===== src/hdl/mlb_pkg.sv =====
// shared types and constants for the mac learning bridge
`default_nettype none

package mlb_pkg;

  localparam int MAC_W           = 48;
  localparam int PORT_W          = 4;
  localparam int DEF_TABLE_DEPTH = 64;

  localparam logic [MAC_W-1:0] MAC_BCAST = {MAC_W{1'b1}};

  // one classified frame header as it waits in the queue
  typedef struct packed {
    logic [MAC_W-1:0]  src;
    logic [MAC_W-1:0]  dst;
    logic [PORT_W-1:0] ingress;
    logic              bcast;
    logic              self;
  } item_t;

  typedef enum logic [1:0] {
    ACT_FORWARD       = 2'd0,
    ACT_FLOOD_BCAST   = 2'd1,
    ACT_FLOOD_UNKNOWN = 2'd2
  } action_t;

  typedef enum logic [1:0] {
    ST_IDLE,
    ST_SCAN,
    ST_RESOLVE,
    ST_AGE
  } eng_state_t;

endpackage

`default_nettype wire


===== src/hdl/mlb_front.sv =====
// front end: takes frame headers, classifies them and queues them for the table engine
`default_nettype none

module mlb_front
  import mlb_pkg::*;
(
  input  wire logic              clk,
  input  wire logic              rst,
  input  wire logic              start,
  input  wire logic [MAC_W-1:0]  source_address,
  input  wire logic [MAC_W-1:0]  destination_address,
  input  wire logic [PORT_W-1:0] ingress_port,
  output logic                   busy,
  input  wire logic              pop,
  output logic                   avail,
  output item_t                  item
);

  item_t       slots [2];
  logic        wr_ptr;
  logic        rd_ptr;
  logic [1:0]  fill;
  logic        push;
  item_t       incoming;

  // classify the header on the way in
  always_comb begin
    incoming.src     = source_address;
    incoming.dst     = destination_address;
    incoming.ingress = ingress_port;
    incoming.bcast   = (destination_address == MAC_BCAST);
    incoming.self    = (destination_address == source_address);
  end

  assign busy  = (fill == 2'd2);
  assign push  = start && !busy;
  assign avail = (fill != 2'd0);
  assign item  = slots[rd_ptr];

  // queue storage
  always_ff @(posedge clk) begin
    if (push) begin
      slots[wr_ptr] <= incoming;
    end
  end

  // queue pointers and fill level
  always_ff @(posedge clk) begin
    if (rst) begin
      wr_ptr <= 1'b0;
      rd_ptr <= 1'b0;
      fill   <= 2'd0;
    end else begin
      if (push) wr_ptr <= !wr_ptr;
      if (pop)  rd_ptr <= !rd_ptr;
      case ({push, pop})
        2'b10:   fill <= fill + 2'd1;
        2'b01:   fill <= fill - 2'd1;
        default: fill <= fill;
      endcase
    end
  end

endmodule

`default_nettype wire


===== src/hdl/mlb_back.sv =====
// back end: table engine that learns the source, looks up the destination and ages entries
`default_nettype none

module mlb_back
  import mlb_pkg::*;
#(
  parameter int TABLE_DEPTH = DEF_TABLE_DEPTH
) (
  input  wire logic        clk,
  input  wire logic        rst,
  input  wire logic        avail,
  input  wire item_t       item,
  output logic             pop,
  output logic             done,
  output logic [1:0]       action,
  output logic [PORT_W-1:0] port_number
);

  localparam int IW = (TABLE_DEPTH > 1) ? $clog2(TABLE_DEPTH) : 1;
  localparam int CW = $clog2(TABLE_DEPTH + 1);
  localparam int EW = MAC_W + PORT_W;
  localparam logic [IW-1:0] LAST_RANK = IW'(TABLE_DEPTH - 1);
  localparam logic [CW-1:0] DEPTH_CNT = CW'(TABLE_DEPTH);

  // table memories: address and port per slot, age rank per slot (0 newest)
  logic [EW-1:0] ent_mem  [TABLE_DEPTH];
  logic [IW-1:0] rank_mem [TABLE_DEPTH];

  eng_state_t state, state_next;

  item_t          cur;
  logic [CW-1:0]  count;
  logic [CW-1:0]  idx;
  logic           rd_vld;
  logic [IW-1:0]  rd_slot;
  logic [EW-1:0]  ent_rd;
  logic [IW-1:0]  rank_rd;

  logic           src_found;
  logic [IW-1:0]  src_slot;
  logic [IW-1:0]  src_rank;
  logic           dst_found;
  logic [PORT_W-1:0] dst_port;
  logic [IW-1:0]  dst_rank;
  logic [IW-1:0]  old_slot;
  logic [IW-1:0]  tgt_slot;
  logic [IW-1:0]  tgt_rank;

  logic           issue;
  logic           resolve;
  logic [IW-1:0]  rd_addr;
  logic [CW-1:0]  cnt_m1;
  logic [MAC_W-1:0]  e_addr;
  logic [PORT_W-1:0] e_port;
  logic           full;
  logic           evict;
  logic           hit;
  logic [IW-1:0]  tslot;
  logic [IW-1:0]  trank;
  action_t        act_c;
  logic [PORT_W-1:0] port_c;
  logic           rank_we;
  logic [IW-1:0]  rank_wdata;

  // state register
  always_ff @(posedge clk) begin
    if (rst) begin
      state <= ST_IDLE;
    end else begin
      state <= state_next;
    end
  end

  // next state and sequencing controls
  always_comb begin
    state_next = state;
    pop        = 1'b0;
    issue      = 1'b0;
    resolve    = 1'b0;
    unique case (state)
      ST_IDLE: begin
        if (avail) begin
          pop        = 1'b1;
          state_next = ST_SCAN;
        end
      end
      ST_SCAN: begin
        issue = (idx < count);
        if (!issue) state_next = ST_RESOLVE;
      end
      ST_RESOLVE: begin
        resolve    = 1'b1;
        state_next = ST_AGE;
      end
      ST_AGE: begin
        issue = (idx < count);
        if (!issue) state_next = ST_IDLE;
      end
      default: state_next = ST_IDLE;
    endcase
  end

  assign rd_addr = idx[IW-1:0];
  assign cnt_m1  = count - CW'(1);
  assign e_addr  = ent_rd[EW-1:PORT_W];
  assign e_port  = ent_rd[PORT_W-1:0];

  // slot chosen for the learned source and the decision on the destination
  always_comb begin
    full  = (count == DEPTH_CNT);
    evict = !src_found && full;
    if (src_found) begin
      tslot = src_slot;
      trank = src_rank;
    end else if (full) begin
      tslot = old_slot;
      trank = LAST_RANK;
    end else begin
      tslot = count[IW-1:0];
      trank = count[IW-1:0];
    end
    hit = dst_found && !(evict && dst_rank == LAST_RANK);
    if (cur.bcast) begin
      act_c  = ACT_FLOOD_BCAST;
      port_c = cur.ingress;
    end else if (cur.self) begin
      act_c  = ACT_FORWARD;
      port_c = cur.ingress;
    end else if (hit) begin
      act_c  = ACT_FORWARD;
      port_c = dst_port;
    end else begin
      act_c  = ACT_FLOOD_UNKNOWN;
      port_c = cur.ingress;
    end
  end

  // rank update during the ageing pass
  assign rank_we    = (state == ST_AGE) && rd_vld;
  assign rank_wdata = (rd_slot == tgt_slot) ? '0 :
                      (rank_rd < tgt_rank) ? rank_rd + IW'(1) : rank_rd;

  // table memories
  always_ff @(posedge clk) begin
    if (resolve) begin
      ent_mem[tslot] <= {cur.src, cur.ingress};
    end
    if (issue) begin
      ent_rd  <= ent_mem[rd_addr];
      rank_rd <= rank_mem[rd_addr];
    end
    if (rank_we) begin
      rank_mem[rd_slot] <= rank_wdata;
    end
  end

  // scan results and working registers
  always_ff @(posedge clk) begin
    rd_slot <= rd_addr;
    if (pop) begin
      cur <= item;
    end
    if (state == ST_SCAN && rd_vld) begin
      if (e_addr == cur.src) begin
        src_slot <= rd_slot;
        src_rank <= rank_rd;
      end
      if (e_addr == cur.dst) begin
        dst_port <= e_port;
        dst_rank <= rank_rd;
      end
      if (rank_rd == cnt_m1[IW-1:0]) begin
        old_slot <= rd_slot;
      end
    end
    if (resolve) begin
      tgt_slot    <= tslot;
      tgt_rank    <= trank;
      action      <= act_c;
      port_number <= port_c;
    end
  end

  // control registers
  always_ff @(posedge clk) begin
    if (rst) begin
      count     <= '0;
      idx       <= '0;
      rd_vld    <= 1'b0;
      src_found <= 1'b0;
      dst_found <= 1'b0;
      done      <= 1'b0;
    end else begin
      rd_vld <= issue;
      done   <= resolve;
      if (pop || resolve) begin
        idx <= '0;
      end else if (issue) begin
        idx <= idx + CW'(1);
      end
      if (pop) begin
        src_found <= 1'b0;
        dst_found <= 1'b0;
      end else if (state == ST_SCAN && rd_vld) begin
        if (e_addr == cur.src) src_found <= 1'b1;
        if (e_addr == cur.dst) dst_found <= 1'b1;
      end
      if (resolve && !src_found && !full) begin
        count <= count + CW'(1);
      end
    end
  end

endmodule

`default_nettype wire


===== src/hdl/mac_learning_bridge.sv =====
// An idle engine pops a header, scans the learned entries and then resolves; done is registered from that resolve.
// The table engine takes no new header until it is through with the last: its scan of the entry memory,
// one entry read at a time, is followed by a rank ageing pass over the same memory.
// Two headers can wait in the front queue; busy is high while it is full.
// Reset empties the table at once through the fill count; no clearing pass is run.
// The receiver cannot stall: done is high for one cycle per result.
`default_nettype none

module mac_learning_bridge
  import mlb_pkg::*;
#(
  parameter int TABLE_DEPTH = DEF_TABLE_DEPTH
) (
  input  wire logic              clk,
  input  wire logic              rst,
  input  wire logic              start,
  output logic                   busy,
  input  wire logic [MAC_W-1:0]  source_address,
  input  wire logic [MAC_W-1:0]  destination_address,
  input  wire logic [PORT_W-1:0] ingress_port,
  output logic                   done,
  output logic [1:0]             action,
  output logic [PORT_W-1:0]      port_number
);

  logic  pop;
  logic  avail;
  item_t item;

  // accept and classify
  mlb_front u_front (
    .clk                 (clk),
    .rst                 (rst),
    .start               (start),
    .source_address      (source_address),
    .destination_address (destination_address),
    .ingress_port        (ingress_port),
    .busy                (busy),
    .pop                 (pop),
    .avail               (avail),
    .item                (item)
  );

  // learn, look up and age
  mlb_back #(
    .TABLE_DEPTH (TABLE_DEPTH)
  ) u_back (
    .clk         (clk),
    .rst         (rst),
    .avail       (avail),
    .item        (item),
    .pop         (pop),
    .done        (done),
    .action      (action),
    .port_number (port_number)
  );

endmodule

`default_nettype wire

===== config.mk =====
export PLATFORM = sky130hd
export DESIGN_NAME = mac_learning_bridge
export DESIGN_NICKNAME = d
export VERILOG_FILES = /design/src/hdl/mlb_pkg.sv /design/src/hdl/mlb_front.sv /design/src/hdl/mlb_back.sv /design/src/hdl/mac_learning_bridge.sv
export SDC_FILE = /design/constraint.sdc
export NUM_CORES = 2
export LEC_CHECK = 0
export ABC_AREA = 0
export BUFFER_PORTS_ARGS = -buffer_cell sky130_fd_sc_hd__buf_2
export CAP_MARGIN = 20
export CORE_UTILIZATION = 45
export DETAILED_ROUTE_END_ITERATION = 12
export GPL_TIMING_DRIVEN = 1
export SYNTH_ARGS = -nofsm -noshare
export SYNTH_HDL_FRONTEND = slang
export SYNTH_HIERARCHICAL = 1
export SYNTH_SLANG_ARGS = --single-unit

===== constraint.sdc =====
create_clock -name clk -period 11.25 [get_ports clk]
set_input_delay 0 -clock clk [delete_from_list [all_inputs] [get_ports clk]]
set_output_delay 0 -clock clk [all_outputs]
set_load 0.01 [all_outputs]

==> flow_metrics.env <==
export IMPL_status="complete, no violations"
export IMPL_final_nets=8140
export IMPL_async_reset_ff_share_pct=0
export IMPL_antenna_left=0
export IMPL_overflow=0
export IMPL_grt_pass1_wl_um=623000
export IMPL_max_slew_margin_rel_pct=20.4
export IMPL_timing_rr_start="u_back/idx[1]"
export IMPL_synth_avg_cell_area_um2=21.5
export IMPL_yosysWarnings=6
export IMPL_gp_congestion=0.880
export IMPL_viasPerCell=6.13
export IMPL_setup_viol=0
export IMPL_yosysSeqAreaShare_pct=78.0
export IMPL_cp_top_family="buffers and inverters"
export IMPL_drtPass1Iterations=7
export IMPL_slew_violations=0
export IMPL_rsz0062_at_grt="no"
export IMPL_grt_usage_pct=24.8
export IMPL_min_path_type="primary input to flip-flop"
export IMPL_drt_iter0_drc=11545
export IMPL_wl_per_cell_um=34.2
export IMPL_synthXorXnorAreaFrac_pct=0.928
export IMPL_worst_ir_drop_vdd_mv=0.161
export IMPL_cts_resized=0
export IMPL_worst_pin_slew_ns=1.19
export IMPL_worst_path_max_delay_cell="buf_4"
export IMPL_synth_cell_types=60
export IMPL_synth_edff_count=4122
export IMPL_p_leak_nw=55.3
export IMPL_fin_crit_sh_pct=46.4
export IMPL_mostFrequentLayoutCells="edfxtp_1 (4,122), mux4_2 (797), mux2i_1 (431)"
export IMPL_synth_top_family_by_area="multiplexers"
export IMPL_synthAdderAreaFrac_pct=0.165
export IMPL_cp_max_fo=69
export IMPL_synthMuxAreaShare_pct=14.9
export IMPL_grt_start_max_net_pins=123
export IMPL_fin_hold_ws_ns=0.0801
export IMPL_fmax_mhz=192
export IMPL_finalWorstPathRequiredPeriod_ns=5.22
export IMPL_die_x_um=597
export IMPL_ios=111
export IMPL_fin_util_pct=51.6
export IMPL_start_util_pct=45.2
export IMPL_cts_root_buffer="clkbuf_16"
export IMPL_start_kind="flip-flop"
export IMPL_routed_wl_um=448000
export IMPL_synthToLayoutAreaGrowth_pct=14.2
export IMPL_synth_cells=7409
export IMPL_dpl_hpwl_um=249000
export IMPL_maxCapViolations=0
export IMPL_ys_ff_latch=4153
export IMPL_hold_violations=0
export IMPL_synthSimpleGateAreaFrac_pct=1.95
export IMPL_die_y_um=597
export IMPL_grt_pass1_vias=80565
export IMPL_crit_buf_inv=3
export IMPL_num_rows=218
export IMPL_drc_errors=0
export IMPL_cts_tree="done"
export IMPL_path_clk_slew_ns=0.06
export IMPL_drive_gt1_share_pct=23.8
export IMPL_synth_compound_gate_area_share_pct=2.78
export IMPL_dieArea_um2=357000
export IMPL_clock_sinks=4153
export IMPL_antenna_found_initial=19
export IMPL_worstHoldStart="start"
export IMPL_finalSetupTns_ns=0
export IMPL_crit_top_cell="buf_4"
export IMPL_path_cells="buf_4 -> buf_4 -> buf_4 -> mux4_2 -> mux4_2 -> nor2_1 -> nor2_1 -> a221o_1"
export IMPL_cpPeakStageDelay_ns=0.96
export IMPL_nFillCells=27377
export IMPL_cts_max_path_buffers=4
export IMPL_cts_htree_levels=5
export IMPL_io_buffers=110
export IMPL_core_um2=353000
export IMPL_startpoint="u_back/idx[1]"
export IMPL_clock_skew_ns=0.0518
export IMPL_end_kind="flip-flop"
export IMPL_worst_setup_path_type="flip-flop to flip-flop"
export IMPL_crit_arrival_ns=5.91
export IMPL_reg2reg_slack_ns=6.03
export IMPL_vias=80209
export IMPL_final_common_cell="edfxtp_1"
export IMPL_cts_buffers_inserted=421
export IMPL_synth_main_ff_cell="edfxtp_1"
export IMPL_clk_latency_ns=0.98
export IMPL_syn_area_um2=159000
export IMPL_synth_fp_nets=7533
export IMPL_critPathRequiredTime_ns=11.94
export IMPL_powerDensity_nw_per_um2=196
## final cells by class
| cell class | count | area, um2 | share of cell area, % |
|---|---|---|---|
| flip-flops and latches | 4153 | 124000 | 68.3 |
| well taps | 4730 | 5920 | 3.25 |
| repair buffers | 580 | 4840 | 2.66 |
| clock buffers | 519 | 11000 | 6.06 |
| multi-input cells | 2826 | 33600 | 18.5 |
| clock inverters | 246 | 2110 | 1.16 |
| diodes | 6 | 15.0 | 0.00824 |
| inverters | 34 | 139 | 0.0763 |
## where the power goes
group,internal [W],leakage (nW),switching (W)
Sequential,0.0187,37.4,0.000209
Clock,0.00760,6.44,0.00583
Combinational,0.000830,11.5,0.00251
Total,0.0271,55.3,0.00855
## what timing repair did
item / 4_1_cts / 5_1_grt
hold buffers: 203 / 0
setup buffers: 0 / 0
endpoints found under the setup margin: 0 / 0
endpoints found under the hold margin: 329 / 0
## through the flow
step,worst slack [ns],cell area (um2),instances,power (W)
floorplan,5.83,159000,7409,0.0209
global route,5.86,182000,13089,0.0366
CTS,6.05,182000,13084,0.0358
finish,6.03,182000,13094,0.0356
detailed placement,6.09,167000,12116,0.0225
global placement,5.98,167000,12104,0.0223
## synth_stat cells (76+ instances only)
cell type	count	area, um2
a21oi_1	135	676
a22oi_1	174	1310
buf_2	130	651
clkbuf_1	178	668
edfxtp_1	4122	124000
mux2_2	127	1430
mux2i_1	431	4310
mux4_2	797	17900
nand2_1	108	405
nand3_1	85	425
nor2_1	222	833
o21ai_0	76	380
xor2_1	123	1080
## flip-flops by register name, summed over array words and instances (netlist names), 2 cells and up, named ones only
register,flops
u_back/old_slot,6
u_back/src_rank,6
u_front/slots,204
u_back/rd_slot,6
u_back/count,7
u_back/cur,102
u_back/rank_rd,6
u_back/tgt_slot,6
u_back/dst_port,4
u_back/tgt_rank,6
u_back/rank_mem,384
u_back/ent_rd,52
u_back/state,2
u_back/port_number,4
u_back/idx,7
u_back/ent_mem,3328
u_back/dst_rank,6
u_front/fill,2
u_back/src_slot,6
u_back/action,2
## worst min-delay path, delay by kind of cell
family	cells	cell delay, ns
xor+xnor	1	0.09
simple gates	2	0.23
buf+inv	2	0.67
## path summary, 6_finish.rpt
path	endpoint	cells past startpoint
setup / recovery	u_back/ent_rd[4]	8
hold / removal	u_front/wr_ptr	5
setup reg to reg	u_back/ent_rd[4]	8
hold reg to reg	u_back/dst_port[0]	0
## kinds of logic after synthesis
| logic type | count (synthesis) |
|---|---|
| DFF | 4153 |
| muxes | 1355 |
| AOI/OAI and AO/OA | 641 |
| and+or+nand+nor | 640 |
| buffers and inverters | 430 |
| xor gates and xnor gates | 169 |
| adders and majority gates | 21 |
## routing by layer
metal	GRT usage (%)	wire length [um]	up-vias
met5	0	69	-
met4	10.1	20700	10
met3	4.28	38100	825
met2	39.7	213000	3882
met1	34.0	175000	43269
li1	-	-	32223
Note: power is estimated with default switching activity, not from simulation.
